## src/rtl/core/csfhd_pkg.sv

```systemverilog
package csfhd_pkg;

    // Sample and coefficient formats (Q1.15)
    localparam int SAMPLE_W     = 16;
    localparam int COEF_W       = 16;
    localparam int LANE_W       = 16;
    localparam int COEF_WORD_W  = 64;
    localparam int NUM_COEF_WORDS = 4;

    // Delay line and tap layout
    localparam int DEPTH        = 31;
    localparam int NUM_OPS      = 16;
    localparam int FIR_LAST     = 30;
    localparam int FIR_CENTER   = 15;
    localparam int HB_LAST      = 14;
    localparam int HB_CENTER    = 7;
    localparam int HB_PAIRS     = 4;

    // Datapath widths: pre-add, product, accumulator
    localparam int OP_W         = SAMPLE_W + 1;
    localparam int PROD_W       = 2 * OP_W;
    localparam int ACC_W        = PROD_W + 6;
    localparam int GROUP        = 4;
    localparam int NUM_GROUPS   = NUM_OPS / GROUP;
    localparam int FRAC_SHIFT   = COEF_W - 1;

    // Front-to-back queue
    localparam int QUEUE_DEPTH  = 2;
    localparam int QPTR_W       = $clog2(QUEUE_DEPTH);
    localparam int QCNT_W       = $clog2(QUEUE_DEPTH + 1);

    localparam int CFG_IDX_W    = 3;

    typedef enum logic [CFG_IDX_W-1:0] {
        REG_MODE  = 3'd0,
        REG_COEF0 = 3'd1,
        REG_COEF1 = 3'd2,
        REG_COEF2 = 3'd3,
        REG_COEF3 = 3'd4
    } cfg_reg_t;

    typedef enum logic {
        MODE_FIR      = 1'b0,
        MODE_HALFBAND = 1'b1
    } mode_t;

    typedef logic signed [SAMPLE_W-1:0] sample_t;
    typedef logic signed [OP_W-1:0]     op_t;
    typedef logic signed [PROD_W-1:0]   prod_t;
    typedef logic signed [ACC_W-1:0]    acc_t;

    typedef logic [NUM_COEF_WORDS-1:0][COEF_WORD_W-1:0] coef_bank_t;

    // Centre tap gain of one in halfband mode
    localparam op_t UNITY_GAIN = op_t'(1) <<< FRAC_SHIFT;

    // Pre-added tap operands of one item, I and Q
    typedef struct packed {
        op_t [NUM_OPS-1:0] op_i;
        op_t [NUM_OPS-1:0] op_q;
    } op_set_t;

    // Queue port: item present plus its operands
    typedef struct packed {
        logic    valid;
        op_set_t ops;
    } q_entry_t;

endpackage

```

## src/rtl/core/csfhd_front.sv

```systemverilog
module csfhd_front (
    input  logic                   aclk,
    input  logic                   aresetn,
    input  logic                   s_tvalid,
    output logic                   s_tready,
    // first_i [15:0], first_q [31:16], second_i [47:32], second_q [63:48]
    input  logic [63:0]            s_tdata,
    input  csfhd_pkg::mode_t       mode,
    output csfhd_pkg::q_entry_t    push,
    input  logic                   push_ready
);
    import csfhd_pkg::*;

    sample_t first_i, first_q, second_i, second_q;
    sample_t line_i_reg  [DEPTH];
    sample_t line_q_reg  [DEPTH];
    sample_t line_i_next [DEPTH];
    sample_t line_q_next [DEPTH];
    sample_t fresh_i [DEPTH];
    sample_t fresh_q [DEPTH];
    logic    accept;

    assign first_i  = s_tdata[SAMPLE_W-1:0];
    assign first_q  = s_tdata[2*SAMPLE_W-1:SAMPLE_W];
    assign second_i = s_tdata[3*SAMPLE_W-1:2*SAMPLE_W];
    assign second_q = s_tdata[4*SAMPLE_W-1:3*SAMPLE_W];

    assign s_tready = push_ready;
    assign accept   = s_tvalid && push_ready;

    // Delay line after the first sample is shifted in
    always_comb begin
        fresh_i[0] = first_i;
        fresh_q[0] = first_q;
        for (int j = 1; j < DEPTH; j++) begin
            fresh_i[j] = line_i_reg[j-1];
            fresh_q[j] = line_q_reg[j-1];
        end
    end

    // Symmetric pre-adds; unused operands are zero
    always_comb begin
        push.valid = accept;
        push.ops   = '0;
        if (mode == MODE_FIR) begin
            for (int k = 0; k < FIR_CENTER; k++) begin
                push.ops.op_i[k] = op_t'(fresh_i[k]) + op_t'(fresh_i[FIR_LAST-k]);
                push.ops.op_q[k] = op_t'(fresh_q[k]) + op_t'(fresh_q[FIR_LAST-k]);
            end
            push.ops.op_i[NUM_OPS-1] = op_t'(fresh_i[FIR_CENTER]);
            push.ops.op_q[NUM_OPS-1] = op_t'(fresh_q[FIR_CENTER]);
        end else begin
            for (int k = 0; k < HB_PAIRS; k++) begin
                push.ops.op_i[k] = op_t'(fresh_i[2*k]) + op_t'(fresh_i[HB_LAST-2*k]);
                push.ops.op_q[k] = op_t'(fresh_q[2*k]) + op_t'(fresh_q[HB_LAST-2*k]);
            end
            push.ops.op_i[NUM_OPS-1] = op_t'(fresh_i[HB_CENTER]);
            push.ops.op_q[NUM_OPS-1] = op_t'(fresh_q[HB_CENTER]);
        end
    end

    // Halfband items also shift in the second sample after the output taps
    always_comb begin
        if (mode == MODE_FIR) begin
            for (int j = 0; j < DEPTH; j++) begin
                line_i_next[j] = fresh_i[j];
                line_q_next[j] = fresh_q[j];
            end
        end else begin
            line_i_next[0] = second_i;
            line_q_next[0] = second_q;
            for (int j = 1; j < DEPTH; j++) begin
                line_i_next[j] = fresh_i[j-1];
                line_q_next[j] = fresh_q[j-1];
            end
        end
    end

    always_ff @(posedge aclk) begin
        if (!aresetn) begin
            for (int j = 0; j < DEPTH; j++) begin
                line_i_reg[j] <= '0;
                line_q_reg[j] <= '0;
            end
        end else if (accept) begin
            line_i_reg <= line_i_next;
            line_q_reg <= line_q_next;
        end
    end

endmodule

```

## config.mk

```make
export PLATFORM = sky130hd
export DESIGN_NAME = csfhd_front
export DESIGN_NICKNAME = d
export VERILOG_FILES = /design/src/rtl/core/csfhd_pkg.sv /design/src/rtl/core/csfhd_front.sv
export SDC_FILE = /design/constraint.sdc
export NUM_CORES = 2
export LEC_CHECK = 0
export ABC_CLOCK_PERIOD_IN_PS = 3100
export BUFFER_PORTS_ARGS = -buffer_cell sky130_fd_sc_hd__buf_2
export CAP_MARGIN = 40
export CORE_UTILIZATION = 25
export CTS_CLUSTER_SIZE = 14
export DETAILED_ROUTE_END_ITERATION = 6
export PLACE_DENSITY = 0.49
export SETUP_SLACK_MARGIN = 0.05
export SKIP_LAST_GASP = 1
export SLEW_MARGIN = 5
export SYNTH_ARGS = -nofsm -noshare
export SYNTH_HDL_FRONTEND = slang
export SYNTH_SLANG_ARGS = --single-unit
```

## constraint.sdc

```tcl
create_clock -name aclk -period 3.1 [get_ports aclk]
set_input_delay 0.155 -clock aclk [delete_from_list [all_inputs] [get_ports aclk]]
set_output_delay 0.155 -clock aclk [all_outputs]
set_load 0.05 [all_outputs]
```

==> results.ini <==
[outcome]
status = complete, but fails checks
violations = setup timing

[synth]
ys_seq_area_share_pct = 27.0
yosys-top-cells-count = 1,275 x nand2_1, 960 x dfxtp_1, 896 x o211a_1
yosys_register_bits = 960
yosysWarnings = 0
syn-instance-count = 8380
synth_area_leaders = dfxtp_1 27%, o211a_1 13%, mux2i_1 12%
yosysMostFrequentCell = nand2_1
synth.avg_cell_area_um2 = 8.49
synth.largest_area_cell = dfxtp_1
synth-main-ff-cell = dfxtp_1
netlist.area_leader.share_pct = 27.0
mappedNetlistNets = 9061
ys_types = 75
synth-async-reset-ratio_pct = 0
synth_enable_flop_cells = 0
netlist_area_um2 = 71100

[clock_tree]
cts_made_buffers = 115
cts_tree = built
path_clk_slew_ns = 0.06
clk_latency_ns = 0.79
clk_path_buf_depth = 3
h-tree-depth = 3
cts_root_buf = clkbuf_16
cts_sinks = 960

[setup_path]
worstSetupPathType = reg -> out
worstPathMaxFanout = 2
cp_slowest_cell = dfxtp_4
path_buf_inv = 4
endpoint_kind = output port
cp_cell_sequence = ha_4 -> fa_2 -> a211oi_4 -> o21ai_1 -> a31oi_1 -> buf_4 -> a211oi_4 -> o41a_1 -> buf_4 -> xnor2_1 -> mux2i_2 -> buf_12 -> buf_12
slowest_delay_ns = 0.40
cp-start-kind = flop
crit_family = compound AO/OA/AOI/OAI gates
worstPathArrival_ns = 3.64
worstPathRequired_ns = 2.94

[timing]
fin_skew_ns = 0.0535
rsz0062_at_grt = yes
worst_pin_slew_ns = 1.41
fin_setup_tns_ns = -52.51
min_period_ns = 3.80
hold_violations = 0
finalSetupViolations = 267
max_clock_freq_mhz = 263
max-slew-margin-rel_pct = 6.04
setup_slack_ns = -0.698
slew_viol_final = 0
period_share_pct = 123

[global_route]
grt_remaining_overflow = 0
grt_pass1_wl_um = 525000
antenna_found_initial = 23
grt_start_max_net_pins = 186
groute.usage.overall_pct = 25.1
grt_pass1_vias = 70900

[floorplan]
initial_core_util_pct = 25.2
die_width_um = 535
die_area_um2 = 287000
design.portCount = 615
die_y_um = 535
rows = 195
core_area_um2 = 283000

[finish]
fin_area_um2 = 106000
fin_cells = 13800
fill_cells = 28500
syn_to_final_growth_pct = 49.1
fin_util_pct = 37.6
fin_nets = 10600
drive_gt1_share_pct = 37.0

[place]
dp.cells = 13200
dp_hpwl_um = 293000
portBuffers = 614
place_area_um2 = 86500
place_congestion = 1.00

[drt]
drt_wl_total_um = 377000
first_pass_iters = 7
drc = 0
wl_per_cell_um = 27.4
final_antenna_net_count = 0
drt_iter0_drc = 6652
vias = 74200
viasPerCell = 5.38

[power_and_ir_drop]
fin_total_pwr_mw = 45.4
power_density_nw_per_um2 = 428
irDropWorstVdd_v = 0.000491
p_leak_nw = 54.6

[hold_path]
hold_class = in -> reg

[flow_run]
max-cap-violations = 0

-- layout by cell type (no fill, tap or decap), types with 120 or more instances in the layout --
| master | synthesis | final |
|---|---|---|
| inv_1 | 255 | 226 |
| dfxtp_1 | 960 | 661 |
| nor2_1 | 485 | 410 |
| a21oi_1 | 322 | 164 |
| buf_12 | 0 | 162 |
| ha_4 | 0 | 166 |
| a21o_1 | 153 | 151 |
| buf_4 | 4 | 1031 |
| ha_1 | 576 | 359 |
| o211a_1 | 896 | 896 |
| o21ai_0 | 389 | 193 |
| dfxtp_2 | 0 | 187 |
| nand2_1 | 1275 | 1225 |
| buf_6 | 0 | 336 |
| a21oi_2 | 0 | 120 |
| mux2i_1 | 872 | 865 |
| buf_2 | 58 | 248 |
-- report_power, final --
| group | switching (mW) | internal (mW) |
|---|---|---|
| Clock | 6.15 | 7.80 |
| Combinational | 10.1 | 6.74 |
| Sequential | 1.39 | 13.1 |
| Total | 17.7 | 27.7 |
-- per-layer routing --
metal	GRT usage, %	up-vias	routed length [um]
li1	-	33800	-
met1	36.7	37100	178000
met2	36.6	2780	157000
met3	2.64	493	23900
met4	11.1	4	18200
met5	0	-	27
-- path summary, 6_finish.rpt --
kind	startpoint	cells past startpoint	slack, ns	end
worst max-delay path	fresh_q[288]	13	-0.70	push[31]
worst min-delay path	mode	4	0.07	fresh_q[235]
worst max register to register	fresh_i[106]	4	1.65	fresh_i[90]
worst min register to register	fresh_q[11]	1	0.50	fresh_q[11]
-- flip-flops by register name (all words and copies together), names as in the netlist --
signal / count
fresh_q: 480
fresh_i: 480
-- kinds of logic (layout without fill, tap and decap cells) --
logic type                 Yosys count  after routing  share of synthesized area (%)
AOI/OAI and AO/OA                 2377           2377                           25.8
xor gates and xnor gates           337            337                           4.15
muxes                              927            927                           13.1
adders and majority gates          612            612                           11.1
DFF                                960            960                           27.0
and+or+nand+nor                   2387           2387                           14.5
buffers and inverters              780           2432                           4.24
other                                0              8                              0
-- per-stage QoR --
step           worst slack, ns  hold slack, ns
6_report                -0.698          0.0741
5_1_grt                 -0.866          0.0538
4_1_cts                 -0.749         0.00383
3_5_place_dp            -0.588           0.485
3_3_place_gp            -0.552           0.480
2_1_floorplan           0.0258           0.410
-- repair_timing --
action / 4_1_cts / 5_1_grt
endpoints found under the hold margin: 115 / 0
resized for setup: 2416 / 725
pin swaps: 754 / 572
buffers inserted: 247 / 159
endpoints found under the setup margin: 394 / 367
hold buffers: 90 / 0
-- layout make-up --
type                       instances  area [um2]  share of cell area (%)
multi-input combinational       6640       58300                    55.0
sequential                       960       19900                    18.7
timing repair buffer            1965       18400                    17.4
tap                             3743        4680                    4.41
clock buffer                     168        3380                    3.18
inverter                         255         967                   0.912
clock inverter                    44         408                   0.384
antenna                            8        20.0                  0.0189
-- worst register-to-register path: stages, from the launching register on --
cell and delay, ns:
dfxtp_2 0.36, buf_4 0.18, mux2i_1 0.47, nand2_1 0.16, o211a_1 0.15
(Power assumes the default switching activity.)
