`src/rtl/core/csfhd_pkg.sv`:
```
package csfhd_pkg;

    // Sample and coefficient formats (Q1.15)
    localparam int SAMPLE_W     = 16;
    localparam int COEF_W       = 16;
    localparam int LANE_W       = 16;
    localparam int COEF_WORD_W  = 64;
    localparam int NUM_COEF_WORDS = 4;

    // Delay line and tap layout
    localparam int DEPTH        = 31;
    localparam int NUM_OPS      = 16;
    localparam int FIR_LAST     = 30;
    localparam int FIR_CENTER   = 15;
    localparam int HB_LAST      = 14;
    localparam int HB_CENTER    = 7;
    localparam int HB_PAIRS     = 4;

    // Datapath widths: pre-add, product, accumulator
    localparam int OP_W         = SAMPLE_W + 1;
    localparam int PROD_W       = 2 * OP_W;
    localparam int ACC_W        = PROD_W + 6;
    localparam int GROUP        = 4;
    localparam int NUM_GROUPS   = NUM_OPS / GROUP;
    localparam int FRAC_SHIFT   = COEF_W - 1;

    // Front-to-back queue
    localparam int QUEUE_DEPTH  = 2;
    localparam int QPTR_W       = $clog2(QUEUE_DEPTH);
    localparam int QCNT_W       = $clog2(QUEUE_DEPTH + 1);

    localparam int CFG_IDX_W    = 3;

    typedef enum logic [CFG_IDX_W-1:0] {
        REG_MODE  = 3'd0,
        REG_COEF0 = 3'd1,
        REG_COEF1 = 3'd2,
        REG_COEF2 = 3'd3,
        REG_COEF3 = 3'd4
    } cfg_reg_t;

    typedef enum logic {
        MODE_FIR      = 1'b0,
        MODE_HALFBAND = 1'b1
    } mode_t;

    typedef logic signed [SAMPLE_W-1:0] sample_t;
    typedef logic signed [OP_W-1:0]     op_t;
    typedef logic signed [PROD_W-1:0]   prod_t;
    typedef logic signed [ACC_W-1:0]    acc_t;

    typedef logic [NUM_COEF_WORDS-1:0][COEF_WORD_W-1:0] coef_bank_t;

    // Centre tap gain of one in halfband mode
    localparam op_t UNITY_GAIN = op_t'(1) <<< FRAC_SHIFT;

    // Pre-added tap operands of one item, I and Q
    typedef struct packed {
        op_t [NUM_OPS-1:0] op_i;
        op_t [NUM_OPS-1:0] op_q;
    } op_set_t;

    // Queue port: item present plus its operands
    typedef struct packed {
        logic    valid;
        op_set_t ops;
    } q_entry_t;

endpackage

```
`src/rtl/core/csfhd_queue.sv`:
```
module csfhd_queue (
    input  logic                   aclk,
    input  logic                   aresetn,
    input  csfhd_pkg::q_entry_t    push,
    output logic                   push_ready,
    output csfhd_pkg::q_entry_t    pop,
    input  logic                   pop_ready
);
    import csfhd_pkg::*;

    op_set_t           entry_reg [QUEUE_DEPTH];
    logic [QPTR_W-1:0] wr_ptr_reg, rd_ptr_reg;
    logic [QCNT_W-1:0] count_reg;
    logic              do_push, do_pop;

    assign push_ready = (count_reg != QCNT_W'(QUEUE_DEPTH));
    assign pop.valid  = (count_reg != '0);
    assign pop.ops    = entry_reg[rd_ptr_reg];

    assign do_push = push.valid && push_ready;
    assign do_pop  = pop.valid && pop_ready;

    function automatic logic [QPTR_W-1:0] ptr_inc(input logic [QPTR_W-1:0] p);
        ptr_inc = (p == QPTR_W'(QUEUE_DEPTH - 1)) ? '0 : p + 1'b1;
    endfunction

    // Pointers and fill count
    always_ff @(posedge aclk) begin
        if (!aresetn) begin
            wr_ptr_reg <= '0;
            rd_ptr_reg <= '0;
            count_reg  <= '0;
        end else begin
            if (do_push) wr_ptr_reg <= ptr_inc(wr_ptr_reg);
            if (do_pop)  rd_ptr_reg <= ptr_inc(rd_ptr_reg);
            if (do_push && !do_pop)      count_reg <= count_reg + 1'b1;
            else if (!do_push && do_pop) count_reg <= count_reg - 1'b1;
        end
    end

    // Entry storage
    always_ff @(posedge aclk) begin
        if (do_push) entry_reg[wr_ptr_reg] <= push.ops;
    end

endmodule

```
`config.mk`:
```
export PLATFORM = sky130hd
export DESIGN_NAME = csfhd_queue
export DESIGN_NICKNAME = d
export VERILOG_FILES = /design/src/rtl/core/csfhd_pkg.sv /design/src/rtl/core/csfhd_queue.sv
export SDC_FILE = /design/constraint.sdc
export NUM_CORES = 1
export LEC_CHECK = 0
export BUFFER_PORTS_ARGS = -buffer_cell sky130_fd_sc_hd__buf_2
export CAP_MARGIN = 25
export CORE_AREA = 2 2 428 430
export CTS_BUF_LIST = sky130_fd_sc_hd__clkbuf_8
export DETAILED_ROUTE_END_ITERATION = 10
export DIE_AREA = 0 0 430 432
export GPL_TIMING_DRIVEN = 1
export HOLD_SLACK_MARGIN = 0.05
export PLACE_DENSITY = 0.47
export REMOVE_ABC_BUFFERS = 1
export SYNTH_ARGS = -nofsm -noshare
export SYNTH_HDL_FRONTEND = slang
export SYNTH_SLANG_ARGS = --single-unit
```
`constraint.sdc`:
```
create_clock -name aclk -period 18.67 [get_ports aclk]
set_input_delay 3.734 -clock aclk [delete_from_list [all_inputs] [get_ports aclk]]
set_output_delay 3.734 -clock aclk [all_outputs]
set_load 0.005 [all_outputs]
```
==> PnR_summary.wiki, run 1 <==
{| class="wikitable"
! Metric !! Value
|-
| Post-route worst setup slack || 10.36 ns
|-
| Post-CTS setup buffers || 0
|-
| Largest area contributor in the netlist || edfxtp_1
|-
| Number of buffers created by CTS || 189
|-
| Endpoints failing hold || 0
|-
| Clock sink count || 1093
|-
| Die height || 432 um
|-
| Count of nets after finishing || 3516
|-
| Area of all placed cells without fillers || 51900 sq um
|-
| Mapped Area || 40100 sq um
|-
| Max_cap viols || 0
|-
| Total routing usage reported by global routing || 13.9%
|-
| Most frequent cells in the layout || buf_2 (1093), edfxtp_1 (1088), mux2_2 (384)
|-
| Power dissipated by switching net loads || 1990 uW
|-
| Clock share of power || 29.3%
|-
| Syn Inst Count || 1717
|-
| Count of hold buffers inserted by post-cts repair || 0
|-
| Worst ir drop on vdd || 0.134 mV
|-
| Count of endpoints failing setup in the final report || 0
|-
| Static power due to leakage || 0.0193 uW
|-
| Vias after detailed routing || 21900
|-
| Distinct cell type count of the synthesized netlist || 19
|-
| Via count of the first global-routing pass || 22100
|-
| Worst setup skew after layout || 0.0586 ns
|-
| Overall routed net length || 135000 um
|-
| Clock edge transition at the registers on the reported setup and hold paths || 0.06 ns
|-
| Share of post-route cells with drive strength above 1 || 61.1%
|-
| Transition time of the tightest slew-check pin || 1.09 ns
|-
| Layout-stage area growth over the synthesis result || 29.5%
|-
| Core Region || 182000 sq um
|-
| CP Max Fanout || 55
|-
| Width of the die || 430 um
|-
| Ratio of final minimum period to clock period || 44.5%
|-
| H-Tree Depth || 4
|-
| Clock tree root buffer cell || clkbuf_8
|-
| Initial antenna violation count || 89
|-
| Clock tree from TritonCTS || yes
|-
| Final Critical Period || 8.31 ns
|-
| Logic gate share of total power || 24.7%
|-
| Starting DRC count in detailed routing || 1286
|-
| Total gr overflow || 0
|-
| Final weighted congestion in routability-driven placement || 0.910
|-
| Pre-CTS setup slack || 10.57 ns
|-
| Quantity of gates resized following cts || 0
|-
| Worst EP required || 14.94 ns
|-
| Average footprint of a synthesized cell || 23.3 sq um
|-
| IO Port Bufs || 1093
|-
| Worst Hold Class || reg -> reg
|-
| Switching power as a share of total power || 29.1%
|-
| Later-pin clock latency in the skew report || 0.92 ns
|-
| Number of core rows || 157
|-
| Main area contributors after synthesis || edfxtp_1 (82%), mux2_2 (11%), mux2_4 (6.0%)
|-
| Slew margin rel. || 27.3%
|-
| Die Area || 186000 sq um
|-
| Arrival time at the worst endpoint || 4.58 ns
|-
| Sequential area share after synthesis || 81.8%
|-
| Remaining design rule violation count || 0
|-
| Synth warn || 0
|-
| Max Transition Viols Final || 0
|-
| Count of antenna-violating nets left after detailed routing || 0
|-
| Setup TNS || 0 ns
|-
| Avg Vias per Cell || 3.96
|-
| DR WL/cell || 24.5 um
|-
| Post-DP HPWL || 101000 um
|-
| Internal power || 4850 uW
|-
| Initial Util || 22.0%
|-
| Worst Hold Depth || 2
|-
| Pre-antenna DRT Iters || 5
|-
| Cell count of the worst reg-to-reg path || 6
|-
| Boundary Pins || 1094
|-
| First-pass GRT wire length || 177000 um
|-
| Maximum number of buffers from clock root to sink || 3
|-
| Maximum clock frequency || 120 MHz
|-
| Pin count of the biggest net entering global routing || 154
|-
| Crit Path Category || reg -> out
|-
| Crit start category || register
|-
| Hold slack final || 0.525 ns
|-
| Most common cell after layout, fill and taps aside || buf_2
|-
| Setup repair after global routing missed its margin || false
|-
| Largest register FFs || 1088
|-
| Total power per unit cell area || 132 nW/um^2
|-
| Area of placed instances || 48300 sq um
|-
| Share of total power in sequential cells || 46.0%
|-
| Critical path capture point type || output pin
|-
| Outcome || completed
|-
| Post-synthesis register bit count || 1093
|-
| Fraction of synthesized cell area taken by the top area cell type || 81.6%
|}
-- power by group through the flow --
stage,clock (uW),sequential [uW],combinational [uW]
2_1_floorplan,0,3480,1310
3_3_place_gp,0,3200,1740
3_5_place_dp,0,3200,1730
4_1_cts,2090,3150,1740
5_1_grt,2190,3180,1800
6_report,2000,3150,1690
-- path summary, 6_finish.rpt --
| check | slack, ns | to | start |
|---|---|---|---|
| worst min register to register | 0.53 | count_reg[1] | count_reg[1] |
| worst min-delay path | 0.53 | count_reg[1] | count_reg[1] |
| worst max-delay path | 10.36 | pop[48] | register |
| worst max register to register | 14.08 | entry_reg[0][248] | count_reg[0] |
-- per-stage QoR --
stage / utilization [%] / power [uW] / cells
floorplan: - / 4790 / 1656
global placement: 26.6 / 4940 / 5159
detailed placement: 26.6 / 4940 / 5159
CTS: 28.5 / 6990 / 5497
global route: 28.5 / 7170 / 5518
finish: 28.5 / 6840 / 5528
-- cells by family after synthesis --
kind of cell	Yosys count	share of synthesized area (%)
compound gates	5	0.0875
simple gates	9	0.144
mux	544	16.8
flops	1093	81.8
fa+ha+maj	1	0.0312
buf+inv	62	1.07
xor+xnor	3	0.0656
-- synthesized netlist by cell type, drive strengths merged --
library cell and count:
mux2 544, or3 1, a21boi 2, edfxtp 1088, or2 1, inv 1
ha 1, o21ai 2, nand3b 1, xnor2 2, dfxtp 5, a21bo 1
nand2b 1, xor2 1, and3 1, and2 4, buf 61
-- area by class of cell --
| cell class | count | area, sq um |
|---|---|---|
| Antenna cell | 29 | 72.6 |
| Sequential cell | 1093 | 32800 |
| Tap cell | 2385 | 2980 |
| Clock buffer | 192 | 2640 |
| Inverter | 1 | 11.3 |
| Clock inverter | 146 | 786 |
| Fill cell | 18300 | 130000 |
| Multi-Input combinational cell | 562 | 6860 |
| Timing Repair Buffer | 1120 | 5740 |
-- per-layer routing --
| layer | wire (um) | vias up | global-route usage, % |
|---|---|---|---|
| li1 | - | 9468 | - |
| met1 | 52400 | 11200 | 16.2 |
| met2 | 67300 | 894 | 23.0 |
| met3 | 10600 | 296 | 4.97 |
| met4 | 4610 | 54 | 6.05 |
| met5 | 344 | - | 0 |
-- worst max-delay path: stages, from the launching register on --
cell and delay, ns:
dfxtp_4 0.70, buf_4 0.61, buf_4 0.83, buf_4 0.80
mux2_2 0.42, buf_2 0.13
No activity file was read; power rests on OpenSTA's default activity.
==> run 2, diff against run 1 <==
--- a/config.mk
+++ b/config.mk
@@ -5,6 +5,7 @@
 export SDC_FILE = /design/constraint.sdc
 export NUM_CORES = 1
 export LEC_CHECK = 0
+export ABC_AREA = 1
 export BUFFER_PORTS_ARGS = -buffer_cell sky130_fd_sc_hd__buf_2
 export CAP_MARGIN = 25
 export CORE_AREA = 2 2 428 430
==> constraint.sdc (replaced) <==
create_clock -name aclk -period 8.3 [get_ports aclk]
set_input_delay 1.66 -clock aclk [delete_from_list [all_inputs] [get_ports aclk]]
set_output_delay 1.66 -clock aclk [all_outputs]
set_load 0.005 [all_outputs]
==> run 2 against run 1 <==
Global-route usage is 0.087 points lower. Flip-flop and latch count stayed put. Sequential power grew 130%. Clock power up 130%. Sequential share of layout area shrank 0.26 points. Worst hold slack worse by 0.019 ns. Register-to-register slack got worse by 8.7 ns.
==> PnR_summary.wiki, run 2 <==
{| class="wikitable"
! Metric !! Value
|-
| Critical-path cell list || buf_12 > buf_4 > mux2_2 > buf_2 (was buf_4 > buf_4 > buf_4 > mux2_2 > buf_2)
|-
| Layout fillers || 18300 (about the same)
|-
| H-Tree Depth || 4 (unchanged)
|-
| Total power per unit cell area || 293 nW/um^2 (was 132 nW/um^2)
|-
| Number of core rows || 157 (unchanged)
|-
| Main area contributors after synthesis || edfxtp_1 (82%), mux2_2 (11%), mux2_4 (6.0%) (unchanged)
|-
| Fraction of synthesized cell area taken by the top area cell type || 81.6% (about the same)
|-
| First-pass GRT wire length || 177000 um (about the same)
|-
| DR WL/cell || 24.3 um (was 24.5 um)
|-
| CP Max Fanout || 82 (was 55)
|-
| Mapped Area || 40100 sq um (about the same)
|-
| Core Region || 182000 sq um (unchanged)
|-
| Post-DP HPWL || 101000 um (about the same)
|-
| Worst Hold Class || reg -> reg (unchanged)
|-
| Critical path's slowest cell || dfxtp_4 (was buf_4)
|-
| Area occupied by multi-input gates || 6850 sq um (was 6860 sq um)
|-
| Max Transition Viols Final || 0 (unchanged)
|-
| Width of the die || 430 um (unchanged)
|-
| Slew margin rel. || 24.0% (was 27.3%)
|-
| Largest register FFs || 1088 (unchanged)
|-
| Layout-stage area growth over the synthesis result || 30.0% (was 29.5%)
|-
| Worst ir drop on vdd || 0.165 mV (was 0.134 mV)
|-
| Largest area contributor in the netlist || edfxtp_1 (unchanged)
|-
| Endpoints failing hold || 0 (unchanged)
|-
| Initial Util || 22.0% (about the same)
|-
| Initial antenna violation count || 88 (was 89)
|-
| Die Area || 186000 sq um (unchanged)
|-
| Synth warn || 0 (unchanged)
|-
| Critical path capture point type || output pin (unchanged)
|-
| Number of synthesized flops with an enable pin || 1088 (unchanged)
|-
| Static power due to leakage || 0.0194 uW (was 0.0193 uW)
|-
| Clock edge transition at the registers on the reported setup and hold paths || 0.05 ns (was 0.06 ns)
|-
| Syn Inst Count || 1730 (was 1717)
|-
| Max_cap viols || 0 (unchanged)
|-
| Highest cell delay on the worst timing path || 0.95 ns (was 0.83 ns)
|-
| Count of antenna-violating nets left after detailed routing || 0 (unchanged)
|-
| Worst EP required || 6.64 ns (was 14.94 ns)
|-
| Boundary Pins || 1094 (unchanged)
|-
| Clock tree from TritonCTS || yes (unchanged)
|-
| Die height || 432 um (unchanged)
|-
| Remaining design rule violation count || 0 (unchanged)
|-
| Final weighted congestion in routability-driven placement || 0.933 (was 0.910)
|-
| Buf+Inv Stages, Crit Path || 3 (was 4)
|-
| Count of hold buffers inserted by post-cts repair || 0 (unchanged)
|-
| Clock tree root buffer cell || clkbuf_8 (unchanged)
|-
| Post-synthesis register bit count || 1093 (unchanged)
|-
| Most common cell after layout, fill and taps aside || buf_2 (unchanged)
|-
| Maximum number of buffers from clock root to sink || 3 (unchanged)
|-
| Register area || 32800 sq um (unchanged)
|-
| Ratio of final minimum period to clock period || 62.8%
|-
| Maximum clock frequency || 192 MHz
|-
| Vias after detailed routing || 22000 (was 21900)
|-
| Avg Vias per Cell || 3.97 (was 3.96)
|-
| Post-CTS setup buffers || 0 (unchanged)
|-
| Pin count of the biggest net entering global routing || 144 (was 154)
|-
| Worst Hold Depth || 2 (unchanged)
|-
| Top_reg_cell synth || edfxtp_1 (unchanged)
|-
| Via count of the first global-routing pass || 22500 (was 22100)
|-
| Distinct cell type count of the synthesized netlist || 15 (was 19)
|-
| Count of nets after finishing || 3531 (was 3516)
|-
| Final cell utilization of the core || 28.7% (was 28.5%)
|-
| Clock sink count || 1093 (unchanged)
|-
| Arrival time at the worst endpoint || 3.56 ns (was 4.58 ns)
|-
| Final Critical Period || 5.22 ns
|-
| Number of buffers created by CTS || 189 (unchanged)
|-
| Pre-antenna DRT Iters || 5 (unchanged)
|-
| Stages on worst setup path || 4 (was 5)
|-
| Outcome || completed (unchanged)
|-
| Overall routed net length || 135000 um (about the same)
|-
| Count of endpoints failing setup in the final report || 0 (unchanged)
|-
| Async set or reset register ratio after synthesis || 0% (unchanged)
|-
| Setup repair after global routing missed its margin || false (unchanged)
|-
| Setup TNS || 0 ns (unchanged)
|-
| Later-pin clock latency in the skew report || 0.93 ns (was 0.92 ns)
|-
| Starting DRC count in detailed routing || 1189 (was 1286)
|-
| Total routing usage reported by global routing || 13.8% (was 13.9%)
|-
| Crit Path Category || reg -> out (unchanged)
|-
| Worst setup skew after layout || 0.0426 ns (was 0.0586 ns)
|-
| Crit path max-delay family || buffers and inverters (unchanged)
|-
| IO Port Bufs || 1093 (unchanged)
|-
| Cell with the most instances after synthesis || edfxtp_1 (unchanged)
|-
| Transition time of the tightest slew-check pin || 1.14 ns (was 1.09 ns)
|-
| Quantity of gates resized following cts || 0 (unchanged)
|-
| Share of post-route cells with drive strength above 1 || 60.5% (was 61.1%)
|-
| Most frequent cells in the layout || buf_2 (1093), edfxtp_1 (1088), mux2_2 (384) (unchanged)
|-
| Area of placed instances || 48500 sq um (was 48300 sq um)
|-
| Average footprint of a synthesized cell || 23.2 sq um (was 23.3 sq um)
|-
| Sequential area share after synthesis || 81.8% (about the same)
|-
| Total gr overflow || 0 (unchanged)
|-
| Crit start category || register (unchanged)
|-
| Cell count of the worst reg-to-reg path || 6 (unchanged)
|-
| Area of all placed cells without fillers || 52100 sq um (was 51900 sq um)
|-
| Commonest cells post-synth || edfxtp_1 (1088), mux2_2 (384), mux2_4 (160) (unchanged)
|}
run 2: changes by cell type in the layout (fill, tap and decap cells not counted), moves of 4 or more:
| cell | previous run | this run |
|---|---|---|
| and2_1 | 4 | 0 |
| buf_12 | 2 | 12 |
| buf_4 | 23 | 17 |
| clkinv_1 | 38 | 56 |
| clkinv_2 | 23 | 14 |
| diode_2 | 29 | 20 |
| inv_6 | 1 | 5 |
| nand2_1 | 0 | 9 |
| nor2_1 | 0 | 6 |
run 2: kinds of logic (layout without fill, tap and decap cells):
kind of cell | Yosys count | in the layout | synth area share [%]
and+or+nand+nor | 19 | 19 | 0.187
adders and majority gates | 1 | 1 | 0.0312
buffers and inverters | 69 | 1478 | 1.13
AOI/OAI and AO/OA | 4 | 4 | 0.0562
other | 0 | 20 | 0
DFF | 1093 | 1093 | 81.8
muxes | 544 | 544 | 16.8
run 2: path summary, 6_finish.rpt:
kind	start	to	slack [ns]
worst max-delay path	register	pop[29]	3.08
worst min-delay path	rd_ptr_reg	rd_ptr_reg	0.51
worst max register to register	count_reg[0]	entry_reg[0][19]	5.39
worst min register to register	rd_ptr_reg	rd_ptr_reg	0.51
run 2: through the flow:
step	hold WS [ns]	setup WS (ns)	std cells	power, uW
2_1_floorplan	0.467	-17.41	1669	10500
3_3_place_gp	0.478	3.96	5176	10800
3_5_place_dp	0.498	3.96	5176	10800
4_1_cts	0.512	2.88	5524	15500
5_1_grt	0.578	2.84	5539	15900
6_report	0.506	3.08	5544	15200
run 2: worst register-to-register path: stages (launching register included):
cell     delay (ns)
dfxtp_1        0.34
inv_1          0.09
nand2_1        0.08
nand2_1        0.16
nor2_4         0.60
buf_12         0.49
buf_4          0.78
run 2: final cells by class:
class	instances	share of cell area, %
sequential	1093	62.9
multi-input combinational	568	13.2
timing repair buffer	1122	11.2
tap	2385	5.73
clock buffer	189	4.99
clock inverter	159	1.83
antenna	20	0.0961
inverter	8	0.0577
run 2: where the power goes:
group | total [uW] | internal [uW] | switching, uW | leakage (uW)
combinational | 3360 | 1560 | 1810 | 0.00714
clock | 4640 | 2370 | 2270 | 0.00202
sequential | 7240 | 6990 | 247 | 0.0102
run 2: per-layer routing:
layer	track usage [%]	vias up	wire, um
met1	14.4	11200	47800
met5	0	-	573
met2	23.7	930	68500
met4	5.88	86	5180
met3	6.47	355	12800
li1	-	9500	-
